<file path="src/sv/hctt_ram.sv">
// ----------------------------------------------------------------------------
// hctt_ram
// Simple dual-port synchronous RAM, one write and one registered read port.
// ----------------------------------------------------------------------------
module hctt_ram #(
    parameter int WIDTH = 8,
    parameter int DEPTH = 16
) (
    input  logic                                   clk,
    input  logic                                   we,
    input  logic [((DEPTH > 1) ? $clog2(DEPTH) : 1)-1:0] waddr,
    input  logic [WIDTH-1:0]                       wdata,
    input  logic [((DEPTH > 1) ? $clog2(DEPTH) : 1)-1:0] raddr,
    output logic [WIDTH-1:0]                       rdata
);

    logic [WIDTH-1:0] mem [DEPTH];

    always_ff @(posedge clk)
    begin
        if (we)
        begin
            mem[waddr] <= wdata;
        end
        rdata <= mem[raddr];
    end

endmodule

</file>
<file path="config.mk">
export PLATFORM = sky130hd
export DESIGN_NAME = hctt_ram
export DESIGN_NICKNAME = d
export VERILOG_FILES = /design/src/sv/hctt_ram.sv
export SDC_FILE = /design/constraint.sdc
export NUM_CORES = 1
export LEC_CHECK = 0
export BUFFER_PORTS_ARGS = -buffer_cell sky130_fd_sc_hd__clkbuf_2
export CORE_MARGIN = 1.5
export CORE_UTILIZATION = 40
export CTS_BUF_LIST = sky130_fd_sc_hd__clkbuf_4 sky130_fd_sc_hd__clkbuf_8
export DETAILED_ROUTE_END_ITERATION = 8
export PLACE_DENSITY = 0.65
export SLEW_MARGIN = 20
export SYNTH_ARGS = -nofsm -noshare
export SYNTH_HDL_FRONTEND = slang
export SYNTH_SLANG_ARGS = --single-unit
</file>
<file path="constraint.sdc">
create_clock -name clk -period 1.9 [get_ports clk]
set_input_delay 0.095 -clock clk [delete_from_list [all_inputs] [get_ports clk]]
set_output_delay 0.095 -clock clk [all_outputs]
set_load 0.02 [all_outputs]
</file>
==> results of run 1 <==
-- worst register-to-register path, cell delays in order (launching register included) --
cell	delay, ns
sky130_fd_sc_hd__edfxtp_1	0.36
sky130_fd_sc_hd__mux4_1	0.50
sky130_fd_sc_hd__a22oi_1	0.30
sky130_fd_sc_hd__nand2_1	0.10
-- registers in the layout, summed over array words and instances, names as in the netlist --
register,count
rdata,8
mem,128
-- power groups by stage --
stage	sequential, mW	combinational, mW	clock [mW]
2_1_floorplan	3.46	0.170	0
3_3_place_gp	3.44	0.332	0
3_5_place_dp	3.44	0.338	0
4_1_cts	3.37	0.340	2.36
5_1_grt	3.38	0.359	2.50
6_report	3.37	0.331	2.33
-- layer usage --
layer	vias to the layer above	wire length, um
met2	58	4900
li1	1081	-
met4	0	110
met1	1236	4200
met5	-	0
met3	15	483
-- cell type report --
| type | count | area (um^2) | area share |
|---|---|---|---|
| clock buffer | 17 | 234 | 0.0391 |
| clock inverter | 15 | 160 | 0.0268 |
| timing repair buffer | 45 | 313 | 0.0523 |
| multi-input combinational | 83 | 1060 | 0.177 |
| tap | 172 | 215 | 0.0360 |
| sequential | 136 | 4000 | 0.669 |
-- cells by family (layout without fill, tap and decap cells) --
logic type / after synthesis / count (layout) / synth area share
AOI/OAI and AO/OA: 16 / 16 / 0.0233
buffers and inverters: 10 / 77 / 0.0168
DFF: 136 / 136 / 0.778
muxes: 32 / 32 / 0.150
and+or+nand+nor: 35 / 35 / 0.0318
-- path summary, 6_finish.rpt --
path / from / to / slack (ns) / cells past startpoint
worst max-delay path: mem[9][2]$_DFFE_PP_ / rdata[2]$_DFF_P_ / 0.52 / 3
worst min-delay path: wdata[6] / mem[10][6]$_DFFE_PP_ / 0.09 / 1
worst max register to register: mem[9][2]$_DFFE_PP_ / rdata[2]$_DFF_P_ / 0.52 / 3
worst min register to register: mem[14][0]$_DFFE_PP_ / rdata[0]$_DFF_P_ / 0.68 / 3
-- through the flow --
stage / area [um^2] / hold WS [ns] / setup slack (ns)
floorplan: 5150 / 0.194 / 0.312
global placement: 5590 / 0.514 / 0.352
detailed placement: 5590 / 0.513 / 0.355
CTS: 5980 / 0.0842 / 0.492
global route: 5980 / 0.101 / 0.459
finish: 5980 / 0.0928 / 0.519
-- placed cells by master, fill, tap and decap left out --
cell type,instances
sky130_fd_sc_hd__buf_12,3
sky130_fd_sc_hd__clkinvlp_4,4
sky130_fd_sc_hd__mux4_2,18
sky130_fd_sc_hd__edfxtp_1,128
sky130_fd_sc_hd__clkinv_1,3
sky130_fd_sc_hd__and2_1,1
sky130_fd_sc_hd__a22oi_1,16
sky130_fd_sc_hd__nand2_1,9
sky130_fd_sc_hd__nor2_1,13
sky130_fd_sc_hd__nand2b_1,2
sky130_fd_sc_hd__clkbuf_8,17
sky130_fd_sc_hd__dfxtp_1,8
sky130_fd_sc_hd__nand3b_1,2
sky130_fd_sc_hd__nor3_1,4
sky130_fd_sc_hd__or3b_2,1
sky130_fd_sc_hd__clkinv_4,1
sky130_fd_sc_hd__nand3_1,1
sky130_fd_sc_hd__and2b_1,1
sky130_fd_sc_hd__nor2b_1,1
sky130_fd_sc_hd__clkinv_2,4
sky130_fd_sc_hd__mux4_1,14
sky130_fd_sc_hd__clkbuf_2,25
sky130_fd_sc_hd__bufinv_16,3
sky130_fd_sc_hd__buf_4,17
==> results.md, run 1 <==
• finished clean — run status
• 2500 — vias in the first global route
• 0.055 — combinational power share
• done — CTS tree
• 26 — number of top-level pins
• 17 — number of buffers added by the clock tree synthesis step
• 0 — quantity of hold-fixing buffers added after cts
• 0 — final-report max-slew violation count
• 0.205 — met1 track demand over resource
• 128 — number of enable flip-flop cells after synthesis
• 436 — placed cell count
• 6.08 mm — HPWL Detailed
• 0.314 — share of layout cells above drive strength 1
• 0.747 — area share of the largest cell type after synthesis
• 1.27 mW — switching power
• 0 — quantity of gates resized following cts
• 0 ns — final sum of negative setup slack
• 0 — initial antenna violation count
• 5150 um^2 — Synth Cell Area
• 0 — Inserted Diodes
• 0 — # Max-Cap Violations
• 0.721 — Final GP Congestion
• 0 — share of flip-flops with an asynchronous set or reset
• 0 — final setup fails
• 2.01 nW — leakage component of the power
• 0.476 — end-of-flow core utilization
• 13600 um^2 — die area
• 0.386 — fraction of power consumed by the clock network
• 41 — number of rows in the core area
• met2 — most used routing layer
• 0.0483 — fraction of met3 tracks used by global routing
• 0.00826 ns — worst clock skew
• sky130_fd_sc_hd__clkbuf_8 — clock tree root driver cell
• 0.211 — switching part of the total
• 0.256 — global-route track usage on met2
• 229 — number of standard cells after synthesis
• sky130_fd_sc_hd__edfxtp_1 — library cell occupying the most area in the post-synthesis netlist
• mux4_1, a22oi_1, nand2_1 — crit-path cells
• 4.76 mW — internal power contribution
• 5.11 — detail-routed via count per cell
• 0.727 — final period utilization
• 4 — Initial DRT Pass Iterations
• 0.50 ns — highest cell delay on the worst timing path
• 0.156 — GRT Resource Usage Total
• 19 — library cells used by synthesis
• 0 — crit path buf inv count
• 0.788 ns — transition at the pin with the smallest max-transition slack
• 22.5 um^2 — mean post-synth cell area
• no — setup repair after global routing missed its margin
• 4 — H-tree depth
• 1054 — fillcell total
• flip-flop — critical path startpoint category
• 0 — remaining antenna violation count after routing
• 468 — count of non-filler cells in the finished layout
• 25 — count of port buffers added during placement
• 14.6 mm — wire length of the first global-routing pass
• 247 — net count after synthesis
• 2.20 ns — WP data required
• 0.08 ns — clock slew seen by the registers of the worst setup and hold paths
• 0.559 — relative contribution of sequential cells to total power
• 0 — number of DRC violations after detailed routing
• reg2reg — critical path start-end classification
• multiplexers — critical path's top delay family
• 301 — count of nets after finishing
• 0 — total global routing overflow
• 1.38 ns — Tmin final
• sky130_fd_sc_hd__mux4_1 — Slowest cell on crit path
• 12600 um^2 — area of the core
• sky130_fd_sc_hd__edfxtp_1, sky130_fd_sc_hd__mux4_2, sky130_fd_sc_hd__mux4_1 — biggest area contributors in the synthesized netlist
• 0.473 — worst-case headroom to the max-slew limit
• sky130_fd_sc_hd__edfxtp_1, sky130_fd_sc_hd__mux4_2, sky130_fd_sc_hd__a22oi_1 — Synth top cells by count
• 0.000436 V — maximum resistive drop on vdd
• 20.7 um — post-DR wirelength/cell
• 136 — clock net sink count
• 0 — post-CTS setup buffers
• 1010 nW/um^2 — areal power density over the cells
• 9.69 mm — routed wire length
• 724 MHz — highest achievable clock rate
• 116 um — Die Y
• 1.68 ns — data arrival time at the worst-slack endpoint
• 0.410 — effective utilization at floorplan
• 1 — critical path fanouts, max
• flip-flop — element type at the critical path end
• 0.42 ns — clock latency on the worst-skew pair
• 116 um — horizontal extent of the die
• 0 — Synthesis Warnings
• in2reg — Hold/Removal Path Class
• sky130_fd_sc_hd__edfxtp_1 — most frequent cell after synthesis
• 0.778 — part of the Yosys area used for sequential elements
• 33 — pin count of the biggest net entering global routing
• 6.03 mW — PnR Total Power
• 136 — register bit total from synthesis
• 173 — detailed router's first-iteration violation count
• 0 — Final Hold Viols
• 2 — largest buffer count on any clock path
• sky130_fd_sc_hd__edfxtp_1 — most instantiated flip-flop cell in the synthesis netlist
• 2390 — Via Count
• 16.2% — Area Overhead vs Synth
No activity file was read; power rests on OpenSTA's default activity.
==> inputs of run 2 (changes only) <==
==> constraint.sdc (replaced) <==
create_clock -name clk -period 1.32 [get_ports clk]
set_input_delay 0.066 -clock clk [delete_from_list [all_inputs] [get_ports clk]]
set_output_delay 0.066 -clock clk [all_outputs]
set_load 0.02 [all_outputs]
==> run 2 against run 1 <==
Worst setup slack lost 0.50 ns. Global-route usage is 0.11 points lower. Critical path depth is the same. Cell area up 3.4%. Core utilization is 1.6 points higher. Maximum frequency up 6.3%. Critical path type unchanged. Critical endpoint is now rdata[4]$_DFF_P_.
==> results.md, run 2 (same netlist as run 1, synthesis figures left out) <==
• 17 — pin count of the biggest net entering global routing, -48%
• 4 — H-tree depth, unchanged
• 26 — number of top-level pins, unchanged
• 4.99 — detail-routed via count per cell, -2.4%
• 0.760 — Final GP Congestion, +5.4%
• mem — Largest Register
• 0 — Final Hold Viols, unchanged
• 2 — largest buffer count on any clock path, unchanged
• 1550 nW/um^2 — areal power density over the cells, +54%
• 0 — number of DRC violations after detailed routing, unchanged
• 0 — quantity of hold-fixing buffers added after cts, unchanged
• 20.2% — Area Overhead vs Synth
• 14.5 mm — wire length of the first global-routing pass, -0.81%
• 2573 — vias in the first global route, +2.9%
• flip-flop — critical path startpoint category
• sky130_fd_sc_hd__edfxtp_1 — commonest non-fill, non-tap cell in the layout
• 0 — initial antenna violation count, unchanged
• 770 MHz — highest achievable clock rate, +6.3%
• 2378 — Via Count, -0.50%
• 0 — final-report max-slew violation count, unchanged
• 1 — critical path fanouts, max, unchanged
• 19.7 um — post-DR wirelength/cell, -5.0%
• 1.61 ns — data arrival time at the worst-slack endpoint, -0.07 ns
• 2.08 nW — leakage component of the power, +3.8%
• mem: 128 flops, rdata: 8 flops — largest registers ranked by flip-flop count
• sky130_fd_sc_hd__edfxtp_1, sky130_fd_sc_hd__mux4_2, sky130_fd_sc_hd__clkbuf_2, sky130_fd_sc_hd__buf_4, sky130_fd_sc_hd__clkbuf_8 — leading cell types in the layout, fill and taps excluded
• finished clean — run status
• mem[11][4]$_DFFE_PP_ — r2r startpoint
• 1.63 ns — WP data required, -0.57 ns
• 0.506 — relative contribution of sequential cells to total power, -0.053
• 0 — # Max-Cap Violations, unchanged
• 0.439 — fraction of power consumed by the clock network, +0.053
• 0.02 ns — register-to-register setup slack, -0.50 ns
• 6.16 mm — HPWL Detailed, +1.4%
• 0.402 — worst-case headroom to the max-slew limit, -0.0706
• 0 — remaining antenna violation count after routing, unchanged
• 25 — count of port buffers added during placement, unchanged
• 0.193 — switching part of the total, -0.0173
• 1.30 ns — Tmin final, -0.0816 ns
• 0.155 — GRT Resource Usage Total, -0.00106
• 0 — final setup fails, unchanged
• 128 — flip-flop count of the largest register after layout, unchanged
• mem[11][4]$_DFFE_PP_ — origin of the worst setup path
• 279 um — met3 routed wirelength, -42%
• rdata[4]$_DFF_P_ — reg-to-reg critical path endpoint
• 13600 um^2 — die area, unchanged
• 1.85 mW — switching power, +46%
• 0.43 ns — clock latency on the worst-skew pair, about the same
• rdata[4]$_DFF_P_ — endpoint of the worst setup timing path
• 0.00683 ns — worst clock skew, -0.00143 ns
• 4.68 mm — amount of wire on met2 after detailed routing, -4.5%
• 0.000594 V — maximum resistive drop on vdd, +36%
• 0.0545 ns — smallest hold slack, -0.0383 ns
• 0.407 — share of layout cells above drive strength 1, +0.0924
• 4 — Initial DRT Pass Iterations, unchanged
• 116 um — horizontal extent of the die, unchanged
• in2reg — Hold/Removal Path Class
• 0.07 ns — clock slew seen by the registers of the worst setup and hold paths, about the same
• 0.410 — effective utilization at floorplan, unchanged
• 0.055 — combinational power share, about the same
• 0.0211 ns — worst setup margin, -0.498 ns
• done — CTS tree
• 0 — Inserted Diodes, unchanged
• 17 — number of buffers added by the clock tree synthesis step, unchanged
• 116 um — Die Y, unchanged
• 261 — detailed router's first-iteration violation count, +51%
• 7.72 mW — internal power contribution, +62%
• yes — setup repair after global routing missed its margin
• 12600 um^2 — area of the core, unchanged
• reg2reg — critical path start-end classification
• -0.181 ns — Setup WS pre-CTS, -0.536 ns
• 0 ns — final sum of negative setup slack, unchanged
• 0.894 ns — transition at the pin with the smallest max-transition slack, +0.106 ns
• 4.30 mm — routed length on met1, +2.5%
• 0 — total global routing overflow, unchanged
• sky130_fd_sc_hd__clkbuf_8 — clock tree root driver cell
• 9.38 mm — routed wire length, -3.2%
• 136 — clock net sink count, unchanged
• 41 — number of rows in the core area, unchanged
• met4 — highest layer used for signal routing
• 3 — length in cells of the worst reg-to-reg path, unchanged
• 1 — WHS Path Cells, unchanged
• 0.984 — final period utilization, +0.257
• flip-flop — element type at the critical path end
• 310 — count of nets after finishing, +3.0%
## run 2: critical path: stages, from the launching register on
cell and delay, ns:
sky130_fd_sc_hd__edfxtp_1 0.36, sky130_fd_sc_hd__mux4_2 0.48, sky130_fd_sc_hd__a22oi_2 0.25, sky130_fd_sc_hd__nand2_1 0.09
## run 2: layout make-up
| type | count | area (um^2) |
|---|---|---|
| Clock buffer | 19 | 249 |
| Clock inverter | 13 | 250 |
| Fill cell | 1016 | 6380 |
| Multi-Input combinational cell | 83 | 1070 |
| Sequential cell | 136 | 4000 |
| Tap cell | 172 | 215 |
| Timing Repair Buffer | 54 | 393 |
## run 2: worst min-delay path by stage
stage	from	to
finish	wdata[3]	mem[1][3]$_DFFE_PP_
global route	wdata[1]	mem[9][1]$_DFFE_PP_
CTS	wdata[0]	mem[6][0]$_DFFE_PP_
detailed placement	rdata[1]$_DFF_P_	rdata[1]
global placement	wdata[5]	mem[6][5]$_DFFE_PP_
floorplan	wdata[0]	mem[0][0]$_DFFE_PP_
## run 2: timing repair
item | in CTS | in global routing
pin swaps | 3 | 3
endpoints found under the setup margin | 4 | 8
resized for setup | 4 | 14
gates cloned | 0 | 0
setup buffers | 0 | 0
## run 2: power groups by stage
stage / sequential, mW / clock (mW) / combinational (mW)
2_1_floorplan: 4.97 / 0 / 0.245
3_3_place_gp: 4.94 / 0 / 0.497
3_5_place_dp: 4.95 / 0 / 0.509
4_1_cts: 4.85 / 4.26 / 0.519
5_1_grt: 4.86 / 4.45 / 0.573
6_report: 4.85 / 4.20 / 0.524
## run 2: per-layer routing
metal | global-route usage | vias up
met1 | 0.197 | 1234
li1 | - | 1087
met4 | 0.0610 | 0
met3 | 0.0420 | 11
met5 | 0 | -
met2 | 0.256 | 46
## run 2: per-stage QoR
stage	std cells	util	total power [mW]	instance area, um^2
after floorplan	229	-	5.22	5150
after global placement	445	0.451	5.44	5670
after detailed placement	445	0.451	5.46	5670
after CTS	477	0.493	9.63	6190
after global routing	477	0.492	9.88	6180
final	477	0.492	9.57	6180
==> inputs of run 3 (changes only) <==
--- a/config.mk
+++ b/config.mk
@@ -5,11 +5,13 @@
 export SDC_FILE = /design/constraint.sdc
 export NUM_CORES = 1
 export LEC_CHECK = 0
+export ABC_AREA = 1
 export BUFFER_PORTS_ARGS = -buffer_cell sky130_fd_sc_hd__clkbuf_2
 export CORE_MARGIN = 1.5
 export CORE_UTILIZATION = 40
 export CTS_BUF_LIST = sky130_fd_sc_hd__clkbuf_4 sky130_fd_sc_hd__clkbuf_8
 export DETAILED_ROUTE_END_ITERATION = 8
+export GPL_ROUTABILITY_DRIVEN = 1
 export PLACE_DENSITY = 0.65
 export SLEW_MARGIN = 20
 export SYNTH_ARGS = -nofsm -noshare
==> run 3 against run 2 <==
Critical path type is now reg2out. Synthesized area grew 12%. Worst setup slack gained 0.28 ns. Critical endpoint is now rdata[1]. Highest routed layer unchanged. Core utilization shrank 2.4 points. Total power shrank 9.4%. Largest cell class unchanged. Sequential cell count is the same.
==> results.md, run 3 <==
• 0.44 ns — clock latency on the worst-skew pair, about the same
• 128 — flip-flop count of the largest register after layout, unchanged
• 7.69 mm — HPWL Detailed, +25%
• 1210 um^2 — Multi-input gate area, +13%
• no — setup repair after global routing missed its margin
• 6 — Initial DRT Pass Iterations, +2
• 288 — detailed router's first-iteration violation count, +10%
• 123 um — horizontal extent of the die, +5.7%
• 6180 um^2 — Cell Area, Placed, +8.8%
• flip-flops — critical path's top delay family
• 0.303 ns — worst setup margin, +0.282 ns
• 0 — initial antenna violation count, unchanged
• 0 — remaining antenna violation count after routing, unchanged
• 0.412 — effective utilization at floorplan, +0.00270
• flip-flop — critical path startpoint category
• 4.72 — detail-routed via count per cell, -5.3%
• 0 — Final Hold Viols, unchanged
• 4000 um^2 — register area, unchanged
• 0 — number of DRC violations after detailed routing, unchanged
• sky130_fd_sc_hd__edfxtp_1 — library cell occupying the most area in the post-synthesis netlist
• 0.0132 ns — worst clock skew, +0.00639 ns
• 17 — number of buffers added by the clock tree synthesis step, unchanged
• 569 — net count after synthesis, +130%
• in2reg — Hold/Removal Path Class
• reg2out — critical path start-end classification
• 1.25 ns — WP data required, -0.38 ns
• 26 — number of top-level pins, unchanged
• sky130_fd_sc_hd__nand2_1 — most frequent cell after synthesis
• 1 — crit path buf inv count, +1
• 136 — register bit total from synthesis, unchanged
• 0.34 ns — highest cell delay on the worst timing path, -0.14 ns
• 0 — Inserted Diodes, unchanged
• 0.770 — final period utilization, -0.214
• 136 — clock net sink count, unchanged
• 43 — number of rows in the core area, +4.9%
• 13.6% — Area Overhead vs Synth
• 4 — H-tree depth, unchanged
• done — CTS tree
• 65 — pin count of the biggest net entering global routing, +48
• rdata[7]$_DFF_P_ — Endpoint, Worst Hold
• 1325 — fillcell total, +30%
• 0 — total global routing overflow, unchanged
• 0 ns — final sum of negative setup slack, unchanged
• 0.160 ns — Setup WS pre-CTS, +0.341 ns
• finished clean — run status
• 1.02 ns — Tmin final, -0.282 ns
• sky130_fd_sc_hd__nand2_1, sky130_fd_sc_hd__edfxtp_1, sky130_fd_sc_hd__inv_1 — Synth top cells by count
• 0 — Synthesis Warnings, unchanged
• 14000 um^2 — area of the core, +11%
• 0 — post-CTS setup buffers, unchanged
• sky130_fd_sc_hd__edfxtp_1, sky130_fd_sc_hd__nand2_1, sky130_fd_sc_hd__nand3_1 — biggest area contributors in the synthesized netlist
• rdata[0]$_DFF_P_ — reg-to-reg critical path endpoint
• 0.694 — part of the Yosys area used for sequential elements, -0.0835
• 0.0848 ns — smallest hold slack, +0.0303 ns
• sky130_fd_sc_hd__nand2_1 — commonest non-fill, non-tap cell in the layout
• 0.138 — share of layout cells above drive strength 1, -0.269
• 0 — share of flip-flops with an asynchronous set or reset, unchanged
• 2.87 nW — leakage component of the power, +38%
• 0.878 — Final GP Congestion, +16%
• 0.725 — worst-case headroom to the max-slew limit, +0.323
• 0.07 ns — clock slew seen by the registers of the worst setup and hold paths, about the same
• 128 — number of enable flip-flop cells after synthesis, unchanged
• 614 — count of nets after finishing, +98%
• 12 — library cells used by synthesis, -7
• mem[7][0]$_DFFE_PP_ — r2r startpoint
• 15.6 um — post-DR wirelength/cell, -21%
• 983 MHz — highest achievable clock rate, +28%
• 3702 — vias in the first global route, +44%
• 5770 um^2 — Synth Cell Area, +12%
• 3726 — Via Count, +57%
• 4 — WHS Path Cells, +3
• 0 — final setup fails, unchanged
• 0.95 ns — data arrival time at the worst-slack endpoint, -0.66 ns
• sky130_fd_sc_hd__dfxtp_1 — Slowest cell on crit path
• 2 — largest buffer count on any clock path, unchanged
• 1320 nW/um^2 — areal power density over the cells, -14%
• clkbuf_2 — crit-path cells
• 123 um — Die Y, +5.7%
• raddr[3] — start point of the worst hold path
• 15100 um^2 — die area, +12%
• 10.5 um^2 — mean post-synth cell area, -53%
• 0.000645 V — maximum resistive drop on vdd, +8.6%
• 0.667 — area share of the largest cell type after synthesis, -0.0802
• 0.31 ns — register-to-register setup slack, +0.29 ns
• 551 — number of standard cells after synthesis, +140%
• sky130_fd_sc_hd__edfxtp_1 — most instantiated flip-flop cell in the synthesis netlist
• sky130_fd_sc_hd__clkbuf_8 — clock tree root driver cell
• 0.412 ns — transition at the pin with the smallest max-transition slack, -0.482 ns
• mem: 128 flops, rdata: 8 flops — largest registers ranked by flip-flop count
• 0 — quantity of hold-fixing buffers added after cts, unchanged
• sky130_fd_sc_hd__nand2_1, sky130_fd_sc_hd__edfxtp_1, sky130_fd_sc_hd__inv_1 — leading cell types in the layout, fill and taps excluded
• 6 — length in cells of the worst reg-to-reg path, +3
• 25 — count of port buffers added during placement, unchanged
• 0 — final-report max-slew violation count, unchanged
• 1 — critical path fanouts, max, unchanged
• 19.4 mm — wire length of the first global-routing pass, +34%
• mem — Largest Register
• 0.180 — GRT Resource Usage Total, +0.0246
• 12.3 mm — routed wire length, +31%
• 6550 um^2 — cell area after layout, +5.9%
• 0 — # Max-Cap Violations, unchanged
• primary output — element type at the critical path end
• 0 — quantity of gates resized following cts, -4
[run 3: cell type report]
type	count	area share
inverter	102	0.0585
multi-input combinational	289	0.185
clock buffer	28	0.0502
tap	180	0.0344
sequential	136	0.611
timing repair buffer	50	0.0535
clock inverter	4	0.00688
[run 3: cells by family (layout without fill, tap and decap cells)]
family | count (synthesis) | count (layout) | share of synthesized area
buf+inv | 126 | 184 | 0.0952
flops | 136 | 136 | 0.694
simple gates | 289 | 289 | 0.210
[run 3: report_power, final]
part / internal, mW / leakage [nW] / switching (mW) / total (mW)
registers: 4.82 / 1.22 / 0.0272 / 4.85
clock network: 1.77 / 0.204 / 1.43 / 3.20
logic: 0.188 / 1.44 / 0.435 / 0.622
total: 6.78 / 2.87 / 1.89 / 8.67
[run 3: worst max-delay path by stage]
stage / start / to / slack (ns) / depth (start not counted)
6_report: rdata[1]$_DFF_P_ / rdata[1] / 0.30 / 1
5_1_grt: mem[5][5]$_DFFE_PP_ / rdata[5]$_DFF_P_ / 0.24 / 6
4_1_cts: rdata[1]$_DFF_P_ / rdata[1] / 0.25 / 1
3_5_place_dp: raddr[0] / rdata[0]$_DFF_P_ / 0.16 / 7
3_3_place_gp: raddr[0] / rdata[0]$_DFF_P_ / 0.19 / 7
2_1_floorplan: waddr[2] / mem[10][0]$_DFFE_PP_ / 0.30 / 2
[run 3: layer usage]
metal	vias to the layer above	global-route usage	wire [um]
li1	1860	-	-
met1	1762	0.239	5610
met2	86	0.286	5940
met3	18	0.0438	558
met4	0	0.0682	221
met5	-	0	0
[run 3: through the flow]
step,power [mW],utilization,std cells
floorplan,5.32,-,551
global placement,5.56,0.442,757
detailed placement,5.57,0.442,757
CTS,8.74,0.468,789
global route,9.00,0.468,789
finish,8.67,0.468,789
